## src/hw/rtl/hsv_pkg.sv

```systemverilog
// Package for the 8-bit RGB to HSV converter: pipeline sizes, hue offsets,
// the max-channel code and the sideband struct that travels with each pixel.
// No dependencies.
package hsv_pkg;

  // Channel and arithmetic widths
  localparam int HSV_CH_W  = 8;
  localparam int HSV_NUM_W = 2 * HSV_CH_W;

  // Pipeline shape: two prep stages, one divider step per quotient bit, one finish stage
  localparam int HSV_PREP_STAGES = 2;
  localparam int HSV_DIV_STEPS   = HSV_CH_W;
  localparam int HSV_STAGES      = HSV_PREP_STAGES + HSV_DIV_STEPS + 1;

  // Conversion constants
  localparam logic [HSV_CH_W-1:0] HUE_SLOPE    = 8'd43;
  localparam logic [HSV_CH_W-1:0] OFFSET_RED   = 8'd0;
  localparam logic [HSV_CH_W-1:0] OFFSET_GREEN = 8'd85;
  localparam logic [HSV_CH_W-1:0] OFFSET_BLUE  = 8'd171;

  typedef logic [HSV_CH_W-1:0]  pix_t;
  typedef logic [HSV_NUM_W-1:0] num_t;

  // Which channel holds the maximum (red wins ties, then green)
  typedef enum logic [1:0] {
    MAX_RED   = 2'd0,
    MAX_GREEN = 2'd1,
    MAX_BLUE  = 2'd2
  } hsv_max_e;

  // Per-pixel data carried alongside the two divider lanes
  typedef struct packed {
    logic     zero;    // max equals min: hue and saturation forced to zero
    logic     neg;     // hue difference is negative
    hsv_max_e sel;     // channel that holds the maximum
    pix_t     bright;  // largest channel
  } hsv_side_t;

  // Hue offset for the channel that holds the maximum
  function automatic pix_t hue_offset(hsv_max_e sel);
    pix_t off;
    unique case (sel)
      MAX_RED:   off = OFFSET_RED;
      MAX_GREEN: off = OFFSET_GREEN;
      MAX_BLUE:  off = OFFSET_BLUE;
      default:   off = OFFSET_RED;
    endcase
    return off;
  endfunction

endpackage

```

## src/hw/rtl/hsv_post.sv

```systemverilog
// Finish stage of the converter: apply the hue sign and offset, force grey
// and black pixels, and hold the output beat. Uses hsv_pkg.
module hsv_post (
  input  logic               clk_i,
  input  logic               en_i,
  input  hsv_pkg::pix_t      sat_quo_i,
  input  hsv_pkg::pix_t      hue_quo_i,
  input  hsv_pkg::hsv_side_t side_i,
  output hsv_pkg::pix_t      hue_o,
  output hsv_pkg::pix_t      saturation_o,
  output hsv_pkg::pix_t      brightness_o
);
  import hsv_pkg::*;

  pix_t term, hue_d, sat_d;
  pix_t hue_q, sat_q, bright_q;

  // Add the signed hue term to the channel offset, wrapping at 256
  always_comb begin
    term  = side_i.neg ? (pix_t'(0) - hue_quo_i) : hue_quo_i;
    hue_d = side_i.zero ? '0 : (hue_offset(side_i.sel) + term);
    sat_d = side_i.zero ? '0 : sat_quo_i;
  end

  always_ff @(posedge clk_i) begin
    if (en_i) begin
      hue_q    <= hue_d;
      sat_q    <= sat_d;
      bright_q <= side_i.bright;
    end
  end

  assign hue_o        = hue_q;
  assign saturation_o = sat_q;
  assign brightness_o = bright_q;

endmodule

```

## config.mk

```make
export PLATFORM = sky130hd
export DESIGN_NAME = hsv_post
export DESIGN_NICKNAME = d
export VERILOG_FILES = /design/src/hw/rtl/hsv_pkg.sv /design/src/hw/rtl/hsv_post.sv
export SDC_FILE = /design/constraint.sdc
export NUM_CORES = 1
export LEC_CHECK = 0
export BUFFER_PORTS_ARGS = -buffer_cell sky130_fd_sc_hd__buf_2
export CAP_MARGIN = 20
export CORE_ASPECT_RATIO = 0.7
export CORE_MARGIN = 3
export CORE_UTILIZATION = 46
export CTS_BUF_LIST = sky130_fd_sc_hd__clkbuf_8 sky130_fd_sc_hd__clkbuf_16
export DETAILED_ROUTE_END_ITERATION = 8
export GPL_TIMING_DRIVEN = 1
export PLACE_DENSITY_LB_ADDON = 0.05
export SLEW_MARGIN = 30
export SYNTH_ARGS = -nofsm -noshare
export SYNTH_HDL_FRONTEND = slang
export SYNTH_SLANG_ARGS = --single-unit
```

## constraint.sdc

```tcl
create_clock -name clk_i -period 2.6 [get_ports clk_i]
set_input_delay 0.26 -clock clk_i [delete_from_list [all_inputs] [get_ports clk_i]]
set_output_delay 0.26 -clock clk_i [all_outputs]
set_load 0.005 [all_outputs]
```

==> results <==
- The cell area after synthesis is 1320 sq um.
- 0 antenna diodes ended up in the layout.
- Of all cell types, the one taking the most synthesized area is sky130_fd_sc_hd__edfxtp_1.
- The final layout contains 204 nets.
- Sorting the synthesized cells by area gives the leading types as sky130_fd_sc_hd__edfxtp_1 55%, sky130_fd_sc_hd__ha_1 10%, sky130_fd_sc_hd__nor2b_1 4.8%.
- Buffers inserted to repair hold after CTS numbered 0.
- The initial antenna violation count is 0.
- The critical setup path kind is in -> reg.
- The final period demand of the worst path is 2270 ps.
- Internal power comes to 0.678 mW.
- After global routing the overflow that remains totals 0.
- The highest net fanout along the worst path is 4.
- The cell occurring most often along the worst timing path is sky130_fd_sc_hd__ha_1.
- The number of clock buffers added by TritonCTS is 3.
- Net switching is 24.7% of the power.
- The leakage power figure is 0.737 nW.
- Once the floorplan was initialized, standard cells occupied 50.8% of the core.
- The total chip power is 0.900 mW.
- Before CTS, the worst setup slack after placement is 70.0 ps.
- The die covers 3550 sq um.
- The number of nets with antenna violations after routing is 0.
- In this run the worst hold path is classified as in -> reg.
- The H-tree level count is 1.
- In the final timing run, aggregate negative setup slack is 0 ps.
- The routing usage on met1 is 17.9%.
- The clock passes through at most 2 buffers.
- During I/O placement, the number of pins put on the boundary was 54.
- The run finished with clean final reports.
- The worst hold path terminates at brightness_o[0].
- The critical path goes through buf_2 -> inv_1 -> ha_1 -> or3b_1 -> o31ai_1 -> xnor2_1 -> ha_1 -> or3b_2 -> o31a_1 -> nand3_1.
- In this run the standard cell core region covers 2590 sq um.
- The width of the chip is 69.9 um.
- met2 is the most crowded layer.
- Detailed placement finished with a half-perimeter wire length of 2080 um.
- The worst setup path is captured at a flip-flop.
- The total count of hold-check failures in the final report is 0.
- The critical path launch point type is a primary input.
- Setup repair after global routing left no endpoint under its margin.
- The number of maximum-capacitance constraint violations is 0.
- The global-route track usage on met2 is 26.8%.
- The average via count per standard cell is 5.03.
- For this run, the slowest stage of the critical path takes 480 ps.
- The kind of cell with the highest combined delay along the critical path is simple AND/OR/NAND/NOR gates.
- The die is 50.8 um tall.
- The synthesized area per cell is 12.4 sq um.
- For the pin with the worst max-slew slack, the measured transition is 519 ps.
- Global routing used 15.5% of the available tracks.
- VDD sags by at most 0.365 mV.
- The buffering stage count on the worst path with inverters included is 2.
- The number of distinct standard cells referenced by the synthesized netlist is 28.
- Relative to the synthesized area, the layout overhead comes to 26.2%.
- The congestion estimate from routability-driven global placement came to 0.778.
- In the synthesized netlist, the number of instances is 106.
- Counting flops and latches in the post-synthesis netlist gives 24.
- Clock-pin slew was measured on the worst setup and hold paths at 80 ps.
- The master of the slowest instance on the critical path is sky130_fd_sc_hd__or3b_2.
- The detailed router finished its first iteration with 41 violations.
- The post-synthesis net count is 148.
- Cells fill 64.2% of the core in the end.
- Counting tap cells, the placed design contains a total of 191 instances.
- The count of flip-flops with a built-in enable after synthesis is 24.
- The via count of the first global-routing pass is 893.
- The cell area after layout is 1660 sq um.
- The number of pins with negative max-slew slack in the final report is 0.
- The tree is rooted in a sky130_fd_sc_hd__clkbuf_8.
- The signal arrival time at the worst endpoint is 2400 ps.
- The cell count of the worst hold path is 1.
- The area share of the largest cell type after synthesis is 54.8%.
- The remaining max-slew budget at the tightest pin is 65.4%.
- The post-CTS setup repair buffer count is 0.
- In the global route stage, met3 resource usage came out at 4.40%.
- Dividing the detail-routed wire length by the instance count gives 13.6 um.
- The post-layout instance count excluding filler cells is 195.
- Summed over all layers, the routed wires come to 2650 um.
- The dominant synthesized flop cell is sky130_fd_sc_hd__edfxtp_1.
- The total vias in the final route is 980.
- The endpoint required time on the critical path is 2730 ps.
- In the routed design, unresolved DRC markers number 0.
- The power density over cell area is 542 nW/um^2.
- The number of buffer cells added on primary ports is 53.
- The sequential cell fraction of total power is 53.2%.
- The worst path uses 87.2% of the clock period.
- The power dissipated by switching net loads is 0.222 mW.
- For this run, the detailed router's first-pass iteration total came to 4.
- The worst hold path startpoint is side_i[0].
- The worst setup slack after layout is 334 ps.
- Once the clock tree was built, the resizer swapped 0 gates to a different size.
- Entering global routing, the biggest net connects 25 pins.
- Combinational logic burns 23.2% of the power.
- Of the cells placed in the final design, the portion with a size suffix greater than 1 is 37.9%.
- The row count is 15.
- For this run, the register share of the synthesized area comes to 54.8%.
- The Yosys step of the flow raised 0 warnings.
- The final count of negative-setup-slack endpoints is 0.
- Derived from the worst setup path, the maximum achievable clock frequency is 441 MHz.
- The worst-case hold slack is 168 ps.
- The TritonCTS clock tree is done.
- The share of async-settable or async-resettable flops after synthesis is 0%.
- The area after detailed placement is 1620 sq um.
- The global-route wire length before repair is 4150 um.
- Clock tree synthesis found a total of 24 sinks.
- The clock network accounts for 23.6% of the total power.
==> state kept, by name (all words and copies together), names as in the netlist <==
| signal | cells |
|---|---|
| brightness_o | 8 |
| hue_o | 8 |
| saturation_o | 8 |
==> cell families after synthesis <==
kind of cell	synth area share [%]
and+or+nand+nor	13.5
DFF	54.8
buffers and inverters	3.14
xor gates and xnor gates	7.89
AOI/OAI and AO/OA	8.75
adders and majority gates	12.0
==> area by class of cell <==
type | count | area, sq um
Fill cell | 209 | 928
Clock inverter | 1 | 3.75
Sequential cell | 24 | 721
Timing Repair Buffer | 53 | 265
Clock buffer | 3 | 41.3
Multi-Input combinational cell | 71 | 554
Inverter | 9 | 33.8
Tap cell | 34 | 42.5
==> metal layers <==
layer,part of all wire [%],vias to the layer above
met5,0,-
li1,-,487
met1,39,452
met3,6.2,8
met4,3.3,0
met2,51,33
==> cell usage after synthesis, drive strengths merged, types with 2 or more instances <==
library cell	instances
edfxtp	24
clkbuf	2
o31ai	2
or3b	2
o21ai	6
xor2	3
nand3	2
nor2b	10
xnor2	8
nand2b	3
nand2	6
ha	11
a21oi	2
nor2	7
inv	9
==> power by group through the flow <==
stage,sequential (mW),clock [mW],combinational [mW]
after floorplan,0.495,0,0.113
after global placement,0.487,0,0.203
after detailed placement,0.488,0,0.210
after CTS,0.479,0.223,0.212
after global routing,0.482,0.238,0.237
final,0.479,0.213,0.209
==> cells in the final DEF, fill, tap and decap left out, drive strengths merged, types with 3 or more instances in the layout <==
cell    Yosys  routed
buf         0      53
clkbuf      2       3
edfxtp     24      24
ha         11      11
inv         9       9
nand2       6       6
nand2b      3       3
nor2        7       7
nor2b      10      10
o21ai       6       6
xnor2       8       8
xor2        3       3
==> how the worst max path moves through the flow <==
stage            startpoint        to  slack, ps  depth (start not counted)
2_1_floorplan  hue_quo_i[1]  hue_o[6]        390                          9
3_3_place_gp   hue_quo_i[0]  hue_o[6]        180                         10
3_5_place_dp   hue_quo_i[1]  hue_o[6]         70                         10
4_1_cts        hue_quo_i[1]  hue_o[6]        340                         10
5_1_grt        hue_quo_i[1]  hue_o[7]        180                         12
6_report       hue_quo_i[1]  hue_o[6]        330                         10
No activity file was read; power rests on OpenSTA's default activity.
