`src/hw/rtl/hsv_pkg.sv`:
```
// Package for the 8-bit RGB to HSV converter: pipeline sizes, hue offsets,
// the max-channel code and the sideband struct that travels with each pixel.
// No dependencies.
package hsv_pkg;

  // Channel and arithmetic widths
  localparam int HSV_CH_W  = 8;
  localparam int HSV_NUM_W = 2 * HSV_CH_W;

  // Pipeline shape: two prep stages, one divider step per quotient bit, one finish stage
  localparam int HSV_PREP_STAGES = 2;
  localparam int HSV_DIV_STEPS   = HSV_CH_W;
  localparam int HSV_STAGES      = HSV_PREP_STAGES + HSV_DIV_STEPS + 1;

  // Conversion constants
  localparam logic [HSV_CH_W-1:0] HUE_SLOPE    = 8'd43;
  localparam logic [HSV_CH_W-1:0] OFFSET_RED   = 8'd0;
  localparam logic [HSV_CH_W-1:0] OFFSET_GREEN = 8'd85;
  localparam logic [HSV_CH_W-1:0] OFFSET_BLUE  = 8'd171;

  typedef logic [HSV_CH_W-1:0]  pix_t;
  typedef logic [HSV_NUM_W-1:0] num_t;

  // Which channel holds the maximum (red wins ties, then green)
  typedef enum logic [1:0] {
    MAX_RED   = 2'd0,
    MAX_GREEN = 2'd1,
    MAX_BLUE  = 2'd2
  } hsv_max_e;

  // Per-pixel data carried alongside the two divider lanes
  typedef struct packed {
    logic     zero;    // max equals min: hue and saturation forced to zero
    logic     neg;     // hue difference is negative
    hsv_max_e sel;     // channel that holds the maximum
    pix_t     bright;  // largest channel
  } hsv_side_t;

  // Hue offset for the channel that holds the maximum
  function automatic pix_t hue_offset(hsv_max_e sel);
    pix_t off;
    unique case (sel)
      MAX_RED:   off = OFFSET_RED;
      MAX_GREEN: off = OFFSET_GREEN;
      MAX_BLUE:  off = OFFSET_BLUE;
      default:   off = OFFSET_RED;
    endcase
    return off;
  endfunction

endpackage

```
`src/hw/rtl/hsv_prep.sv`:
```
// Front end of the RGB to HSV converter: max/min search and channel select,
// then span, hue difference and the two dividends. Uses hsv_pkg.
module hsv_prep (
  input  logic                                  clk_i,
  input  logic [hsv_pkg::HSV_PREP_STAGES-1:0]   en_i,
  input  hsv_pkg::pix_t                         red_i,
  input  hsv_pkg::pix_t                         green_i,
  input  hsv_pkg::pix_t                         blue_i,
  output hsv_pkg::num_t                         sat_num_o,
  output hsv_pkg::pix_t                         sat_den_o,
  output hsv_pkg::num_t                         hue_num_o,
  output hsv_pkg::pix_t                         hue_den_o,
  output hsv_pkg::hsv_side_t                    side_o
);
  import hsv_pkg::*;

  pix_t     mx, mn, a, b;
  hsv_max_e sel;

  pix_t     mx_q, mn_q, a_q, b_q;
  hsv_max_e sel_q;

  pix_t      span, mag;
  logic      neg;
  num_t      sat_num_d, hue_num_d;
  num_t      sat_num_q, hue_num_q;
  pix_t      span_q;
  hsv_side_t side_d, side_q;

  // Find max and min, pick the difference pair by the max channel
  always_comb begin
    mx = (red_i > green_i) ? red_i : green_i;
    if (blue_i > mx) mx = blue_i;
    mn = (red_i < green_i) ? red_i : green_i;
    if (blue_i < mn) mn = blue_i;
    priority if (mx == red_i) begin
      sel = MAX_RED;
      a   = green_i;
      b   = blue_i;
    end else if (mx == green_i) begin
      sel = MAX_GREEN;
      a   = blue_i;
      b   = red_i;
    end else begin
      sel = MAX_BLUE;
      a   = red_i;
      b   = green_i;
    end
  end

  always_ff @(posedge clk_i) begin
    if (en_i[0]) begin
      mx_q  <= mx;
      mn_q  <= mn;
      a_q   <= a;
      b_q   <= b;
      sel_q <= sel;
    end
  end

  // Form span, signed difference magnitude and the scaled dividends
  always_comb begin
    span      = mx_q - mn_q;
    neg       = (a_q < b_q);
    mag       = neg ? (b_q - a_q) : (a_q - b_q);
    sat_num_d = {span, {HSV_CH_W{1'b0}}} - {{HSV_CH_W{1'b0}}, span};
    hue_num_d = {{HSV_CH_W{1'b0}}, mag} * {{HSV_CH_W{1'b0}}, HUE_SLOPE};
    side_d.zero   = (span == '0);
    side_d.neg    = neg;
    side_d.sel    = sel_q;
    side_d.bright = mx_q;
  end

  always_ff @(posedge clk_i) begin
    if (en_i[1]) begin
      sat_num_q <= sat_num_d;
      hue_num_q <= hue_num_d;
      span_q    <= span;
      side_q    <= side_d;
    end
  end

  assign sat_num_o = sat_num_q;
  assign sat_den_o = side_q.bright;
  assign hue_num_o = hue_num_q;
  assign hue_den_o = span_q;
  assign side_o    = side_q;

endmodule

```
`config.mk`:
```
export PLATFORM = sky130hd
export DESIGN_NAME = hsv_prep
export DESIGN_NICKNAME = d
export VERILOG_FILES = /design/src/hw/rtl/hsv_pkg.sv /design/src/hw/rtl/hsv_prep.sv
export SDC_FILE = /design/constraint.sdc
export NUM_CORES = 1
export LEC_CHECK = 0
export BUFFER_PORTS_ARGS = -buffer_cell sky130_fd_sc_hd__buf_2
export CAP_MARGIN = 20
export CELL_PAD_IN_SITES_DETAIL_PLACEMENT = 0
export CELL_PAD_IN_SITES_GLOBAL_PLACEMENT = 1
export CORE_AREA = 2 2 148 150
export CTS_BUF_LIST = sky130_fd_sc_hd__clkbuf_4
export DETAILED_ROUTE_END_ITERATION = 8
export DIE_AREA = 0 0 150 152
export PLACE_DENSITY_LB_ADDON = 0.2
export SLEW_MARGIN = 20
export SYNTH_ARGS = -nofsm -noshare
export SYNTH_HDL_FRONTEND = slang
export SYNTH_SLANG_ARGS = --single-unit
```
`constraint.sdc`:
```
create_clock -name clk_i -period 6.17 [get_ports clk_i]
set_clock_uncertainty 0.1 [all_clocks]
set_input_delay 0.9255 -clock clk_i [delete_from_list [all_inputs] [get_ports clk_i]]
set_output_delay 0.9255 -clock clk_i [all_outputs]
set_load 0.05 [all_outputs]
```
==> results.sh, run 1 <==
export IMPL_status="completed"
export IMPL_root_buffer="clkbuf_4"
export IMPL_die_w_um=150
export IMPL_async_flop_share_pct=0
export IMPL_cts_tree="built"
export IMPL_synth_top_cell_area_share_pct=39.7
export IMPL_grt_pass1_wl_um=21700
export IMPL_die_h_um=152
export IMPL_first_pass_iters=4
export IMPL_io_buffer_count=84
export IMPL_antenna_left=0
export IMPL_initial_core_util_pct=29.4
export IMPL_yosysTopAreaCell="edfxtp_1"
export IMPL_hpwl_um=11000
export IMPL_core_mm2=0.0214
export IMPL_min_period_over_period_pct=93.4
export IMPL_final_area_mm2=0.00714
export IMPL_nFillCells=2219
export IMPL_clk_path_buf_depth=2
export IMPL_required_ns=6.27
export IMPL_avgSynthCellArea_um2=10.9
export IMPL_crit_family="adder cells"
export IMPL_hold_path_depth=0
export IMPL_fin_nets=774
export IMPL_tns_ns=0
export IMPL_wl_um=13600
export IMPL_cts_sinks=83
export IMPL_antenna_found_initial=1
export IMPL_worst_pin_slew_ns=0.964
export IMPL_drc_errors=0
export IMPL_clk_pin_slew_ns=0.14
export IMPL_syn_area_mm2=0.00628
export IMPL_fmax_mhz=174
export IMPL_drv_slew=0
export IMPL_crit_arrival_ns=5.87
export IMPL_clk_latency_ns=0.45
export IMPL_crit_fanout=10
export IMPL_final_cell_mix="edfxtp_1, buf_2, inv_1, ha_1, mux2i_1"
export IMPL_start_kind="flop"
export IMPL_vias=4285
export IMPL_cts_buffers=9
export IMPL_rsz0062_at_grt="false"
export IMPL_cp_num_buf_inv=6
export IMPL_ys_seq_elements=83
export IMPL_crit_cells=28
export IMPL_ys_warn_count=0
export IMPL_pin_count=87
export IMPL_gp_congestion=0.863
export IMPL_drive_gt1_share_pct=20.0
export IMPL_h_tree_depth=3
export IMPL_drt_wirelength_per_cell_um=14.5
export IMPL_drt_iter0_drc=159
export IMPL_grt_max_degree=50
export IMPL_synth_flop_cell="edfxtp_1"
export IMPL_synth_top_cells_by_area="edfxtp_1, ha_1, mux2i_1, inv_1, fa_1"
export IMPL_setup_viol=0
export IMPL_synth_edff_count=83
export IMPL_crit_top_cell="inv_1"
export IMPL_path_class="reg2reg"
export IMPL_grt_overflow=0
export IMPL_synthCells=576
export IMPL_synth_cell_types=55
export IMPL_ctsHoldBuffers=0
export IMPL_critPathSlowestCell="fa_1"
export IMPL_crit_path_end_kind="flop"
export IMPL_dpl_cell_area_mm2=0.00695
export IMPL_hp_class="reg2reg"
export IMPL_max_stage_delay_ns=0.52
export IMPL_reg2regPathDepth=28
export IMPL_grt_pass1_vias=4221
export IMPL_dieArea_mm2=0.0228
export IMPL_slew_headroom_pct=35.3
export IMPL_max_cap_violations=0
export IMPL_globalRouteTotalUtil_pct=12.1
export IMPL_seq_area_frac_synth_pct=39.7
export IMPL_syn_to_final_growth_pct=13.6
export IMPL_min_period_ns=5.76
export IMPL_finalHoldViolations=0
export IMPL_viasPerCell=4.55
export IMPL_rows=54
export IMPL_fin_hold_ws_ns=0.359
==> metrics by stage <==
step | setup slack, ns | cells | util [%]
2_1_floorplan | 0.741 | 577 | -
3_3_place_gp | 0.320 | 922 | 32.5
3_5_place_dp | 0.140 | 922 | 32.5
4_1_cts | 0.129 | 938 | 33.1
5_1_grt | 0.0464 | 941 | 33.4
6_report | 0.407 | 941 | 33.4
==> layer usage <==
layer,share of wire (%),vias up,GRT usage (%)
li1,-,2182,-
met1,48,1988,16.5
met2,45,94,19.1
met3,3.9,21,1.65
met4,2.7,0,5.03
met5,0,-,0
==> registers in the layout (all words and copies together) (netlist names) <==
| name | flops |
|---|---|
| b_q | 8 |
| sat_den_o | 8 |
| sel_q | 2 |
| hue_num_o | 14 |
| mn_q | 8 |
| a_q | 8 |
| hue_den_o | 7 |
| sat_num_o | 16 |
| side_o | 4 |
| mx_q | 8 |
==> worst reg2reg max path: cells and delay by family, from the launching register on <==
| kind | cells | cell delay (ns) |
|---|---|---|
| AO/OA/AOI/OAI | 12 | 1.74 |
| XOR/XNOR | 2 | 0.28 |
| adder cells (fa/ha/maj) | 6 | 2.15 |
| buffers and inverters | 6 | 0.43 |
| flip-flops | 1 | 0.42 |
| multiplexers | 1 | 0.32 |
| AND/OR/NAND/NOR | 1 | 0.08 |
==> logic make-up (layout without fill, tap and decap cells) <==
group,Yosys count,after routing,share of synthesized area [%]
buf+inv,108,191,7.59
compound gates,112,112,11.4
flops,83,83,39.7
simple gates,82,82,6.48
xor+xnor,42,42,5.98
fa+ha+maj,92,92,19.8
mux,56,56,9.05
other cells,1,3,0.0597
==> Yosys cell counts, types with 2 or more instances <==
library cell,number
xnor2_1,26
xor2_1,15
nor2b_1,7
o2111ai_1,3
a21oi_2,2
nor3_1,6
buf_2,3
fa_1,12
o21bai_1,13
edfxtp_1,83
buf_4,11
a21oi_1,44
mux2_2,2
o21ai_0,13
a211oi_1,3
o21ai_1,3
o211ai_1,3
mux2i_1,53
clkbuf_1,7
buf_6,2
and2_1,3
nor2_2,2
nand3_1,4
buf_1,3
or3_1,2
or4_1,2
inv_1,81
nor2_1,31
a31oi_1,4
a21o_1,13
a221oi_1,3
and3_1,2
nand4_1,3
ha_1,80
nand2_1,12
==> area by class of cell <==
cell class	instances	area (um2)	area share, %
multi-input combinational	386	3370	47.2
sequential	83	2490	34.9
timing repair buffer	94	498	6.98
tap	280	350	4.91
inverter	81	304	4.26
clock buffer	9	67.6	0.947
clock inverter	7	56.3	0.789
antenna	1	2.50	0.0351
==> path summary, 6_finish.rpt <==
path	startpoint	end	slack (ns)
max	a_q[0]	hue_num_o[13]	0.41
min	sel_q[1]	side_o[9]	0.36
max reg2reg	a_q[0]	hue_num_o[13]	0.41
min reg2reg	sel_q[1]	side_o[9]	0.36
==> timing repair <==
action / 4_1_cts / 5_1_grt
gates resized for setup: 0 / 11
endpoints found under the setup margin: 0 / 3
buffers inserted: 0 / 2
Power of run 1 is not shown: default switching activity piles up to over one toggle a cycle in this logic, so the estimate is an artifact.
==> inputs of run 2 (changes only) <==
- PLACE_DENSITY: unset -> 0.67
- PLACE_DENSITY_LB_ADDON: 0.2 -> unset
- SKIP_LAST_GASP: unset -> 1
==> run 2 against run 1 <==
Compared with the run above: first-iteration DRC count is 28% higher; sequential cell count stayed put; routed wire length is 1.3% lower; critical endpoint unchanged; highest routed layer unchanged.
==> results.sh, run 2 (synthesized netlist as in run 1, its figures left out) <==
export IMPL_clk_path_buf_depth=2
export IMPL_critPathLaunch="a_q[0]"
export IMPL_crit_fanout=10
export IMPL_h_tree_depth=3
export IMPL_fin_nets=778
export IMPL_reg2reg_to="hue_num_o[13]"
export IMPL_min_period_over_period_pct=93.8
export IMPL_largest_register_ffs=16
export IMPL_crit_arrival_ns=5.89
export IMPL_finalHoldViolations=0
export IMPL_die_w_um=150
export IMPL_cts_tree="built"
export IMPL_reg2regPathDepth=28
export IMPL_wl_um=13400
export IMPL_cts_sinks=83
export IMPL_nFillCells=2237
export IMPL_reg2reg_slack_ns=0.39
export IMPL_required_ns=6.27
export IMPL_hpwl_um=10800
export IMPL_worst_pin_slew_ns=1.01
export IMPL_crit_top_cell="inv_1"
export IMPL_slew_headroom_pct=32.1
export IMPL_syn_to_final_growth_pct=14.0
export IMPL_setup_viol=0
export IMPL_holdPathEnd="side_o[8]"
export IMPL_gp_congestion=0.878
export IMPL_vias=4312
export IMPL_drive_gt1_share_pct=19.7
export IMPL_fmax_mhz=173
export IMPL_io_buffer_count=84
export IMPL_max_stage_delay_ns=0.47
export IMPL_grt_pass1_vias=4244
export IMPL_crit_family="adder cells"
export IMPL_path_class="reg2reg"
export IMPL_drv_slew=0
export IMPL_drt_wirelength_per_cell_um=14.2
export IMPL_critPathSlowestCell="fa_1"
export IMPL_grt_max_degree=50
export IMPL_cts_buffers=9
export IMPL_start_kind="flop"
export IMPL_cp_num_buf_inv=5
export IMPL_first_pass_iters=4
export IMPL_rows=54
export IMPL_grt_overflow=0
export IMPL_crit_path_end_kind="flop"
export IMPL_dieArea_mm2=0.0228
export IMPL_hold_path_depth=0
export IMPL_clk_pin_slew_ns=0.14
export IMPL_clk_latency_ns=0.44
export IMPL_hp_class="reg2reg"
export IMPL_viasPerCell=4.56
export IMPL_grt_pass1_wl_um=21900
export IMPL_status="completed"
export IMPL_antenna_left=0
export IMPL_die_h_um=152
export IMPL_initial_core_util_pct=29.4
export IMPL_final_cell_mix="edfxtp_1, buf_2, inv_1, ha_1, mux2i_1"
export IMPL_tns_ns=0
export IMPL_drc_errors=0
export IMPL_pin_count=87
export IMPL_min_period_ns=5.78
export IMPL_root_buffer="clkbuf_4"
export IMPL_globalRouteTotalUtil_pct=12.2
export IMPL_core_mm2=0.0214
export IMPL_antenna_found_initial=1
export IMPL_worstHoldStart="sel_q[0]"
export IMPL_reg2reg_from="a_q[0]"
export IMPL_drt_iter0_drc=204
export IMPL_max_cap_violations=0
export IMPL_rsz0062_at_grt="false"
-- run 2: changes by cell type in the layout (fill, tap and decap cells not counted), sizes merged --
cell / previous run / this run
inv: 85 / 83
buf: 94 / 98
clkinv: 2 / 3
bufinv: 0 / 1
-- run 2: stage by stage --
step / instances / cell area, um2 / worst slack [ns] / util, % / hold slack, ns
floorplan: 577 / 6280 / 0.741 / - / 0.300
global placement: 925 / 6970 / 0.287 / 32.6 / 0.307
detailed placement: 925 / 6970 / 0.183 / 32.6 / 0.305
CTS: 941 / 7110 / 0.129 / 33.3 / 0.337
global route: 945 / 7160 / 0.00512 / 33.5 / 0.348
finish: 945 / 7160 / 0.386 / 33.5 / 0.335
-- run 2: layout make-up --
class / instances / area, um2 / share of cell area (%)
clock inverters: 7 / 76.3 / 1.07
flip-flops and latches: 83 / 2490 / 34.8
well taps: 280 / 350 / 4.89
repair buffers: 98 / 528 / 7.37
inverters: 81 / 304 / 4.25
clock buffers: 9 / 67.6 / 0.944
diodes: 1 / 2.50 / 0.0349
multi-input cells: 386 / 3340 / 46.6
-- run 2: layer usage --
metal | wire length, um | vias up | GRT usage [%]
met1 | 6650 | 2012 | 17.4
met4 | 162 | 0 | 3.28
li1 | - | 2187 | -
met3 | 608 | 10 | 2.01
met5 | 0 | - | 0
met2 | 6010 | 103 | 19.1
-- run 2: worst max-delay path by stage --
stage               slack [ns]  cells past startpoint             to
floorplan                 0.74                     27  hue_num_o[13]
global placement          0.29                     27  hue_num_o[13]
detailed placement        0.18                     27  hue_num_o[13]
CTS                       0.13                     27  hue_num_o[13]
global route             0.005                     28  hue_num_o[13]
finish                    0.39                     28  hue_num_o[13]
-- run 2: repair_timing --
item,in CTS,in global routing
hold buffers,0,0
endpoints found under the hold margin,0,0
resized for setup,0,5
buffers inserted,0,3
setup endpoints to repair,0,3
Power of run 2 is left out for the same reason.
