`config.mk`:
```
export PLATFORM = sky130hd
export DESIGN_NAME = hsv_div
export DESIGN_NICKNAME = d
export VERILOG_FILES = /design/src/hw/rtl/hsv_pkg.sv /design/src/hw/rtl/hsv_div.sv
export SDC_FILE = /design/constraint.sdc
export NUM_CORES = 1
export LEC_CHECK = 0
export BUFFER_PORTS_ARGS = -buffer_cell sky130_fd_sc_hd__buf_4
export CAP_MARGIN = 0
export CORE_AREA = 2 2 209 211
export CTS_BUF_LIST = sky130_fd_sc_hd__clkbuf_4 sky130_fd_sc_hd__clkbuf_8
export DETAILED_ROUTE_END_ITERATION = 8
export DIE_AREA = 0 0 211 213
export PLACE_DENSITY_LB_ADDON = 0.08
export SETUP_SLACK_MARGIN = 0.4
export SYNTH_ARGS = -nofsm -noshare
export SYNTH_HDL_FRONTEND = slang
export SYNTH_SLANG_ARGS = --single-unit
export TNS_END_PERCENT = 5
```
`constraint.sdc`:
```
create_clock -name clk_i -period 3.3 [get_ports clk_i]
set_input_delay 0.66 -clock clk_i [delete_from_list [all_inputs] [get_ports clk_i]]
set_output_delay 0.66 -clock clk_i [all_outputs]
set_load 0.01 [all_outputs]
```
`src/hw/rtl/hsv_pkg.sv`:
```
// Package for the 8-bit RGB to HSV converter: pipeline sizes, hue offsets,
// the max-channel code and the sideband struct that travels with each pixel.
// No dependencies.
package hsv_pkg;

  // Channel and arithmetic widths
  localparam int HSV_CH_W  = 8;
  localparam int HSV_NUM_W = 2 * HSV_CH_W;

  // Pipeline shape: two prep stages, one divider step per quotient bit, one finish stage
  localparam int HSV_PREP_STAGES = 2;
  localparam int HSV_DIV_STEPS   = HSV_CH_W;
  localparam int HSV_STAGES      = HSV_PREP_STAGES + HSV_DIV_STEPS + 1;

  // Conversion constants
  localparam logic [HSV_CH_W-1:0] HUE_SLOPE    = 8'd43;
  localparam logic [HSV_CH_W-1:0] OFFSET_RED   = 8'd0;
  localparam logic [HSV_CH_W-1:0] OFFSET_GREEN = 8'd85;
  localparam logic [HSV_CH_W-1:0] OFFSET_BLUE  = 8'd171;

  typedef logic [HSV_CH_W-1:0]  pix_t;
  typedef logic [HSV_NUM_W-1:0] num_t;

  // Which channel holds the maximum (red wins ties, then green)
  typedef enum logic [1:0] {
    MAX_RED   = 2'd0,
    MAX_GREEN = 2'd1,
    MAX_BLUE  = 2'd2
  } hsv_max_e;

  // Per-pixel data carried alongside the two divider lanes
  typedef struct packed {
    logic     zero;    // max equals min: hue and saturation forced to zero
    logic     neg;     // hue difference is negative
    hsv_max_e sel;     // channel that holds the maximum
    pix_t     bright;  // largest channel
  } hsv_side_t;

  // Hue offset for the channel that holds the maximum
  function automatic pix_t hue_offset(hsv_max_e sel);
    pix_t off;
    unique case (sel)
      MAX_RED:   off = OFFSET_RED;
      MAX_GREEN: off = OFFSET_GREEN;
      MAX_BLUE:  off = OFFSET_BLUE;
      default:   off = OFFSET_RED;
    endcase
    return off;
  endfunction

endpackage

```
`src/hw/rtl/hsv_div.sv`:
```
// Pipelined restoring divider for the converter: one quotient bit per stage,
// two lanes (saturation and hue) plus the pixel sideband. Uses hsv_pkg.
module hsv_div (
  input  logic                                clk_i,
  input  logic [hsv_pkg::HSV_DIV_STEPS-1:0]   en_i,
  input  hsv_pkg::num_t                       sat_num_i,
  input  hsv_pkg::pix_t                       sat_den_i,
  input  hsv_pkg::num_t                       hue_num_i,
  input  hsv_pkg::pix_t                       hue_den_i,
  input  hsv_pkg::hsv_side_t                  side_i,
  output hsv_pkg::pix_t                       sat_quo_o,
  output hsv_pkg::pix_t                       hue_quo_o,
  output hsv_pkg::hsv_side_t                  side_o
);
  import hsv_pkg::*;

  num_t      sat_rem_q [HSV_DIV_STEPS];
  pix_t      sat_den_q [HSV_DIV_STEPS];
  pix_t      sat_quo_q [HSV_DIV_STEPS];
  num_t      hue_rem_q [HSV_DIV_STEPS];
  pix_t      hue_den_q [HSV_DIV_STEPS];
  pix_t      hue_quo_q [HSV_DIV_STEPS];
  hsv_side_t side_q    [HSV_DIV_STEPS];

  for (genvar k = 0; k < HSV_DIV_STEPS; k++) begin : g_step
    localparam int Sh = HSV_DIV_STEPS - 1 - k;

    num_t      sat_rem, hue_rem, sat_sub, hue_sub;
    pix_t      sat_den, hue_den, sat_quo, hue_quo;
    hsv_side_t side;
    logic      sat_ge, hue_ge;

    // Take the previous step, or the prep outputs at the first step
    if (k == 0) begin : g_first
      assign sat_rem = sat_num_i;
      assign sat_den = sat_den_i;
      assign sat_quo = '0;
      assign hue_rem = hue_num_i;
      assign hue_den = hue_den_i;
      assign hue_quo = '0;
      assign side    = side_i;
    end else begin : g_next
      assign sat_rem = sat_rem_q[k-1];
      assign sat_den = sat_den_q[k-1];
      assign sat_quo = sat_quo_q[k-1];
      assign hue_rem = hue_rem_q[k-1];
      assign hue_den = hue_den_q[k-1];
      assign hue_quo = hue_quo_q[k-1];
      assign side    = side_q[k-1];
    end

    // Try subtracting the shifted divisor and set this quotient bit
    assign sat_sub = {{HSV_CH_W{1'b0}}, sat_den} << Sh;
    assign hue_sub = {{HSV_CH_W{1'b0}}, hue_den} << Sh;
    assign sat_ge  = (sat_rem >= sat_sub);
    assign hue_ge  = (hue_rem >= hue_sub);

    always_ff @(posedge clk_i) begin
      if (en_i[k]) begin
        sat_rem_q[k] <= sat_ge ? (sat_rem - sat_sub) : sat_rem;
        hue_rem_q[k] <= hue_ge ? (hue_rem - hue_sub) : hue_rem;
        sat_den_q[k] <= sat_den;
        hue_den_q[k] <= hue_den;
        sat_quo_q[k] <= sat_quo | (pix_t'(sat_ge) << Sh);
        hue_quo_q[k] <= hue_quo | (pix_t'(hue_ge) << Sh);
        side_q[k]    <= side;
      end
    end
  end

  assign sat_quo_o = sat_quo_q[HSV_DIV_STEPS-1];
  assign hue_quo_o = hue_quo_q[HSV_DIV_STEPS-1];
  assign side_o    = side_q[HSV_DIV_STEPS-1];

endmodule

```
==> metrics, run 1 <==
status=complete, no violations; worst-skew pair later-pin latency=630 ps; CTS Root Cell=clkbuf_8; count of final setup violators=0; Setup Total Neg Slack=0 ps; period utilization=86.2%; arrival time worst endpoint=3200 ps; WL per Instance=14.9 µm; Port Buf Inserts=96; DP Cell Count=2366; launch point of the worst reg-to-reg path=hue_den_q[4][4]$_DFFE_PP_; EDFF count, synth=504; post-route clock skew=16.5 ps; top-area cell type share of the netlist area=64.9%; initial antenna violation count=0; slowest stage delay, CP=600 ps; met3 GRT Util=3.27%; worst-path cell chain=inv_1 -> ha_1 -> or4b_2 -> o31ai_1 -> or3b_2 -> nor3_1 -> xor2_1; Setup crit end=hue_rem_q[5][14]$_DFFE_PP_; Cells after Synth=1733; DRC violations left=0; Hold Crit Class=primary input to register; Core Footprint=42700 µm²; f_max=352 MHz; H-tree levels=3; CTS tree=built; TritonCTS Buffers=81; VDD IR-drop max=323 µV; Post-synth top cells=504 x edfxtp_1, 167 x inv_1, 128 x ha_1; vias in the first global route=13400; nets=2114; synthesis-to-layout area growth=13.0%; top cells by area, synth=edfxtp_1 65%, ha_1 6.9%, inv_1 2.7%; R2R Path End=hue_rem_q[5][14]$_DFFE_PP_; #FFs+latches synth=504; drt initial violations=711; cell row count=76; async set-reset flop share out of synthesis=0%; CP Capture Type=register; crit path from=hue_den_q[4][4]$_DFFE_PP_; data required time at the worst endpoint=3660 ps; R2R depth=7; post-DP HPWL=27.3 mm; fin crit period=2840 ps; post-CTS setup buffer count=0; first-pass GRT wire length=62.6 mm; drt via density=5.33; worst hold slack=211 ps; largest net degree at the start of global routing=71; drt pass-1 iters=4; M2 GR Usage=29.1%; antenna viol nets, final=0; io pins=97; Clock transition at path regs=60 ps; Max Cap Violations=0; worst hold path cell count=1; max-slew violation count=0; Synth cell types=65; routed wire length=37.5 mm; grt met1 use=21.9%; CTS max path bufs=3; fin cells=2514; flop2flop setup slack=460 ps; GRT Total Usage=17.3%; Post-Syn Nets=1944; count leader, synth=edfxtp_1; Initial Util=54.6%; Synth Cell Area=23300 µm²; P per Cell Area=695 nW/µm²; Leak Pwr=10.1 nW; Post-synth top flop=edfxtp_1; CTS Sinks=504; global routing's busiest layer=met2; post-synth top area cell=edfxtp_1; slew of the pin with the lowest slew margin=1080 ps; Design Area, Final=26300 µm²; layout cells sized above 1=14.0%; diode count=0; RSZ-0062 raised after global routing=true; Die H=213 µm; synthesized area per cell=13.5 µm²; hold violation total from the final report=0; Vias=13400; warnings from Yosys=0; critical path startpoint category=register; worst-path fanout max=5; Worst Path Class, Setup=register to register; die width=211 µm; die area=44900 µm²; GP Congestion=0.917; Seq/Total Area, Yosys=64.9%; Slew HR=27.6%; CP max stage cell=or4b_2; Placed Area=24800 µm²; grt total ovfl=0
-- logic make-up after synthesis --
logic type / Yosys count / synth area share (%)
compound gates: 354 / 9.63
xor+xnor: 99 / 3.72
fa+ha+maj: 142 / 8.07
buf+inv: 189 / 3.16
flops: 504 / 64.9
mux: 32 / 1.54
simple gates: 413 / 8.97
-- through the flow --
stage               power, mW  worst slack [ps]  util, %
finish                   18.3               455     61.7
detailed placement       13.3               396     58.0
global placement         13.2               439     58.0
global route             19.5               255     61.7
floorplan                12.2               628        -
CTS                      18.5               435     61.7
-- cells in the final DEF (no fill, tap or decap), types with 7 or more instances in the layout --
master,netlist,final
nand3b_1,8,8
a21oi_1,87,87
clkbuf_4,0,23
nand2_1,115,115
fa_1,14,14
ha_1,128,128
nor2_1,94,94
or4_1,13,13
nand4_1,14,14
xor2_1,51,51
clkinv_1,0,24
o31ai_1,22,22
nor3_1,35,33
o21a_1,25,25
mux2i_1,10,10
nor4_1,22,22
nor2b_1,23,23
o31a_1,9,9
a21boi_0,8,8
edfxtp_1,504,504
nand2b_1,22,22
nand3_1,20,20
xnor2_1,48,48
buf_4,2,105
a31oi_1,7,7
clkinv_2,0,10
o21ai_0,111,111
or3_1,14,14
mux2_2,19,19
a211oi_1,18,17
a21o_1,21,21
or4b_2,7,7
clkbuf_8,0,81
inv_1,167,167
o2111ai_1,7,7
-- state kept, by name, indices dropped and copies added (netlist names) --
register / count
sat_rem_q: 112
sat_quo_q: 36
side_q: 96
sat_den_q: 56
hue_den_q: 56
hue_rem_q: 112
hue_quo_q: 36
-- cell type report --
| cell class | count | area [µm²] |
|---|---|---|
| Clock inverter | 44 | 283 |
| Fill cell | 3314 | 16400 |
| Inverter | 168 | 631 |
| Clock buffer | 104 | 1290 |
| Timing Repair Buffer | 108 | 848 |
| Multi-Input combinational cell | 1040 | 7470 |
| Sequential cell | 504 | 15100 |
| Tap cell | 546 | 683 |
-- critical path: cells and delay by family, from the launching register on --
kind / cells / cell delay (ps)
and+or+nand+nor: 3 / 1290
AOI/OAI and AO/OA: 1 / 420
DFF: 1 / 370
adders and majority gates: 1 / 340
xor gates and xnor gates: 1 / 110
buffers and inverters: 1 / 50
-- how the worst min path moves through the flow --
stage | start | slack (ps) | endpoint
after floorplan | hue_quo_q[0][7]$_DFFE_PP_ | 400 | hue_quo_q[0][15]$_DFFE_PP_
after global placement | sat_quo_q[0][30]$_DFFE_PP_ | 400 | sat_quo_q[1][6]$_DFFE_PP_
after detailed placement | hue_quo_q[0][14]$_DFFE_PP_ | 400 | hue_quo_q[0][22]$_DFFE_PP_
after CTS | hue_num_i[3] | 160 | hue_rem_q[0][3]$_DFFE_PP_
after global routing | side_i[10] | 170 | side_q[0][10]$_DFFE_PP_
final | side_i[10] | 210 | side_q[0][10]$_DFFE_PP_
-- report_power, final --
part | switching, mW | leakage, nW | internal, mW
Sequential | 0.575 | 4.87 | 8.42
Combinational | 2.30 | 4.36 | 1.94
Clock | 2.32 | 0.827 | 2.74
-- layer usage --
layer | vias to the layer above | part of all wire (%)
met5 | - | 0
met4 | 0 | 2.9
met3 | 87 | 4.2
met2 | 291 | 49
met1 | 6194 | 44
li1 | 6839 | -
-- timing repair --
item / in CTS / in global routing
hold endpoints to repair: 0 / 0
gates resized for setup: 1 / 2
hold buffers: 0 / 0
endpoints found under the setup margin: 1 / 45
Note: power is estimated with default switching activity, not from simulation.
==> inputs of run 2 (changes only) <==
- ABC_CLOCK_PERIOD_IN_PS: unset -> 3300
- CORE_AREA: 2 2 209 211 -> 2 2 201 203
- DIE_AREA: 0 0 211 213 -> 0 0 203 205
- PLACE_DENSITY: unset -> 0.77
- PLACE_DENSITY_LB_ADDON: 0.08 -> unset
==> metrics, run 2 (synthesized netlist as in run 1, its figures left out) <==
P per Cell Area=687 nW/µm²; arrival time worst endpoint=3180 ps; initial antenna violation count=0; RSZ-0062 raised after global routing=true; post-CTS setup buffer count=0; H-tree levels=3; first-pass GRT wire length=62.5 mm; post-route clock skew=21.2 ps; DR top layer=met4; grt total ovfl=0; Port Buf Inserts=96; DP Cell Count=2344; Clk network pwr share=25.9%; CTS tree=built; Leak Pwr=9.94 nW; most frequent cells in the layout=504 x edfxtp_1, 167 x inv_1, 128 x ha_1, 115 x nand2_1, 111 x o21ai_0; P_sw=5.10 mW; period utilization=86.0%; Hold Crit Class=primary input to register; met3 WL=1.67 mm; status=complete, no violations; CTS Root Cell=clkbuf_8; setup ws final=463 ps; layout cells sized above 1=13.5%; met2 routed WL=18.6 mm; worst-path fanout max=5; io pins=97; antenna viol nets, final=0; DRC violations left=0; Core Footprint=39400 µm²; WL per Instance=15.2 µm; critical path startpoint category=register; Placed Area=24700 µm²; post-placement setup slack=411 ps; Max Cap Violations=0; TritonCTS Buffers=78; count of final setup violators=0; Vias=13600; Clock transition at path regs=60 ps; vias in the first global route=13400; GP Congestion=0.889; Final Util=66.3%; CP Capture Type=register; worst hold slack=229 ps; hold_buf cts=0; synthesis-to-layout area growth=11.9%; Int Power=12.8 mW; cell row count=73; sw frac=28.5%; GRT Total Usage=18.6%; Slew HR=26.3%; Sequential Power Share=50.3%; drt via density=5.51; data required time at the worst endpoint=3640 ps; f_max=353 MHz; Initial Util=59.2%; CTS max path bufs=3; drt pass-1 iters=5; CTS Sinks=504; post-DP HPWL=27.6 mm; Setup Total Neg Slack=0 ps; CTS resizes=1; biggest regs=hue_rem_q x112, sat_rem_q x112, side_q x96; hold violation total from the final report=0; Die H=205 µm; fin cells=2473; diode count=0; Worst Path Class, Setup=register to register; die area=41600 µm²; Design Area, Final=26100 µm²; most common cell after layout, fill and taps aside=edfxtp_1; routed wire length=37.7 mm; worst hold path cell count=1; VDD IR-drop max=302 µV; largest net degree at the start of global routing=75; drt initial violations=787; die width=203 µm; R2R depth=6; fin crit period=2840 ps; worst-skew pair later-pin latency=610 ps; Gate power share=23.9%; total power=17.9 mW; Metal-1 WL=16.3 mm; max-slew violation count=0; nets=2110; slew of the pin with the lowest slew margin=1100 ps
## run 2: cell types whose count changed in the layout (fill, tap and decap cells not counted), sizes merged
| cell | previous run | this run |
|---|---|---|
| clkinv | 36 | 24 |
| clkbuf | 104 | 99 |
| bufinv | 2 | 0 |
| buf | 108 | 107 |
| clkinvlp | 2 | 1 |
| inv | 172 | 173 |
## run 2: final cells by class
cell class              count  area (µm²)
multi-input cells        1040        7470
clock inverters            30         153
fillers                  2775       13300
flip-flops and latches    504       15100
inverters                 168         631
repair buffers            107         803
clock buffers              99        1240
well taps                 525         657
## run 2: final timing paths
check / startpoint / end / slack [ps]
worst max register to register: hue_rem_q[4][6]$_DFFE_PP_ / hue_rem_q[5][14]$_DFFE_PP_ / 460
worst min register to register: sat_quo_q[1][5]$_DFFE_PP_ / sat_quo_q[1][13]$_DFFE_PP_ / 410
worst min-delay path: side_i[7] / side_q[0][7]$_DFFE_PP_ / 230
worst max-delay path: hue_rem_q[4][6]$_DFFE_PP_ / hue_rem_q[5][14]$_DFFE_PP_ / 460
## run 2: power groups by stage
stage	registers, mW	clock network, mW	logic [mW]
after floorplan	8.92	0	3.28
after global placement	9.09	0	4.06
after detailed placement	9.13	0	4.23
after CTS	9.00	4.80	4.25
after global routing	9.13	5.05	4.83
final	9.01	4.63	4.28
## run 2: metal layers
| layer | track usage [%] | vias to the layer above |
|---|---|---|
| met5 | 0 | - |
| met1 | 23.5 | 6391 |
| met3 | 3.39 | 91 |
| li1 | - | 6813 |
| met2 | 31.5 | 323 |
| met4 | 8.03 | 0 |
## run 2: critical path: stages (launching register included)
cell and delay (ps):
edfxtp_1 410, ha_1 380, or4b_2 610, o31ai_1 410
or3b_2 500, nor3_1 180, xor2_1 90
==> inputs of run 3 (changes only) <==
--- a/config.mk
+++ b/config.mk
@@ -14,2 +14,3 @@
 export DIE_AREA = 0 0 203 205
+export GPL_ROUTABILITY_DRIVEN = 0
 export PLACE_DENSITY = 0.77
==> constraint.sdc (replaced) <==
create_clock -name clk_i -period 3.3 [get_ports clk_i]
set_input_delay 0.825 -clock clk_i [delete_from_list [all_inputs] [get_ports clk_i]]
set_output_delay 0.825 -clock clk_i [all_outputs]
set_load 0.01 [all_outputs]
==> metrics, run 3 (synthesized netlist as in run 1, its figures left out) <==
status=complete, no violations; post-CTS setup buffer count=0; period utilization=88.7%; f_max=342 MHz; DP Cell Count=2343; Vias=13700; critical path startpoint category=register; CTS max path bufs=3; Die H=205 µm; biggest regs=hue_rem_q x112, sat_rem_q x112, side_q x96; Worst Path Class, Setup=register to register; worst hold slack=372 ps; Setup Total Neg Slack=0 ps; die width=203 µm; fin crit period=2930 ps; Max Cap Violations=0; flop2flop setup slack=370 ps; most frequent cells in the layout=504 x edfxtp_1, 167 x inv_1, 128 x ha_1, 115 x nand2_1, 111 x o21ai_0; total power=18.6 mW; CTS Sinks=504; fin cells=2489; setup ws final=373 ps; most common cell after layout, fill and taps aside=edfxtp_1; post-DP HPWL=27.1 mm; DRC violations left=0; largest net degree at the start of global routing=75; layout cells sized above 1=14.1%; io pins=97; GRT Total Usage=18.7%; die area=41600 µm²; Clock transition at path regs=70 ps; diode count=0; Slew HR=26.5%; slew of the pin with the lowest slew margin=1100 ps; hold violation total from the final report=0; drt initial violations=843; Fillers=2633; CTS tree=built; vias in the first global route=13500; initial antenna violation count=0; H-tree levels=3; Initial Util=59.2%; CTS resizes=1; worst-path fanout max=17; grt total ovfl=0; nets=2111; RSZ-0062 raised after global routing=true; VDD IR-drop max=393 µV; arrival time worst endpoint=3300 ps; CP Capture Type=register; drt pass-1 iters=5; routed wire length=37.9 mm; drt via density=5.51; hold_buf cts=0; data required time at the worst endpoint=3670 ps; TritonCTS Buffers=80; max-slew violation count=0; CTS Root Cell=clkbuf_8; cell row count=73; worst-skew pair later-pin latency=640 ps; Multi-input gate area=7470 µm²; Core Footprint=39400 µm²; post-placement setup slack=331 ps; count of final setup violators=0; WL per Instance=15.2 µm; Leak Pwr=10.1 nW; first-pass GRT wire length=63.2 mm; post-route clock skew=27.7 ps; Port Buf Inserts=96; P per Cell Area=706 nW/µm²; synthesis-to-layout area growth=12.9%; FF+latch area=15100 µm²; antenna viol nets, final=0; Hold Crit Class=primary input to register
## run 3: cell type report
class | count | area share [%]
Clock buffer | 100 | 4.75
Clock inverter | 46 | 1.41
Inverter | 168 | 2.40
Multi-Input combinational cell | 1040 | 28.4
Sequential cell | 504 | 57.5
Tap cell | 525 | 2.50
Timing Repair Buffer | 106 | 3.07
## run 3: path summary, 6_finish.rpt
check,start,endpoint,depth (start not counted)
max,sat_den_q[1][2]$_DFFE_PP_,sat_rem_q[1][24]$_DFFE_PP_,7
min reg2reg,sat_quo_q[0][14]$_DFFE_PP_,sat_quo_q[0][22]$_DFFE_PP_,0
min,side_i[6],side_q[0][6]$_DFFE_PP_,1
max reg2reg,sat_den_q[1][2]$_DFFE_PP_,sat_rem_q[1][24]$_DFFE_PP_,7
## run 3: per-layer routing
| metal | GRT usage [%] | vias up | share of wire [%] |
|---|---|---|---|
| li1 | - | 6842 | - |
| met4 | 8.45 | 0 | 2.9 |
| met5 | 0 | - | 0 |
| met1 | 23.4 | 6447 | 43 |
| met3 | 3.42 | 93 | 4.1 |
| met2 | 32.0 | 343 | 50 |
## run 3: per-stage QoR
| step | instance area [µm²] | util, % |
|---|---|---|
| after detailed placement | 24700 | 62.7 |
| after global routing | 26300 | 66.9 |
| after floorplan | 23300 | - |
| final | 26300 | 66.9 |
| after global placement | 24700 | 62.7 |
| after CTS | 26300 | 66.8 |
## run 3: report_power, final
group / total (mW) / switching [mW] / internal [mW]
Sequential: 9.00 / 0.586 / 8.42
Clock: 5.28 / 2.35 / 2.92
Combinational: 4.29 / 2.35 / 1.95
## run 3: worst max-delay path: stages, from the launching register on
cell      delay, ps
edfxtp_1        370
inv_1            60
ha_1            360
or4b_2          640
o31ai_1         520
a21oi_1         180
buf_4           240
mux2_2          290
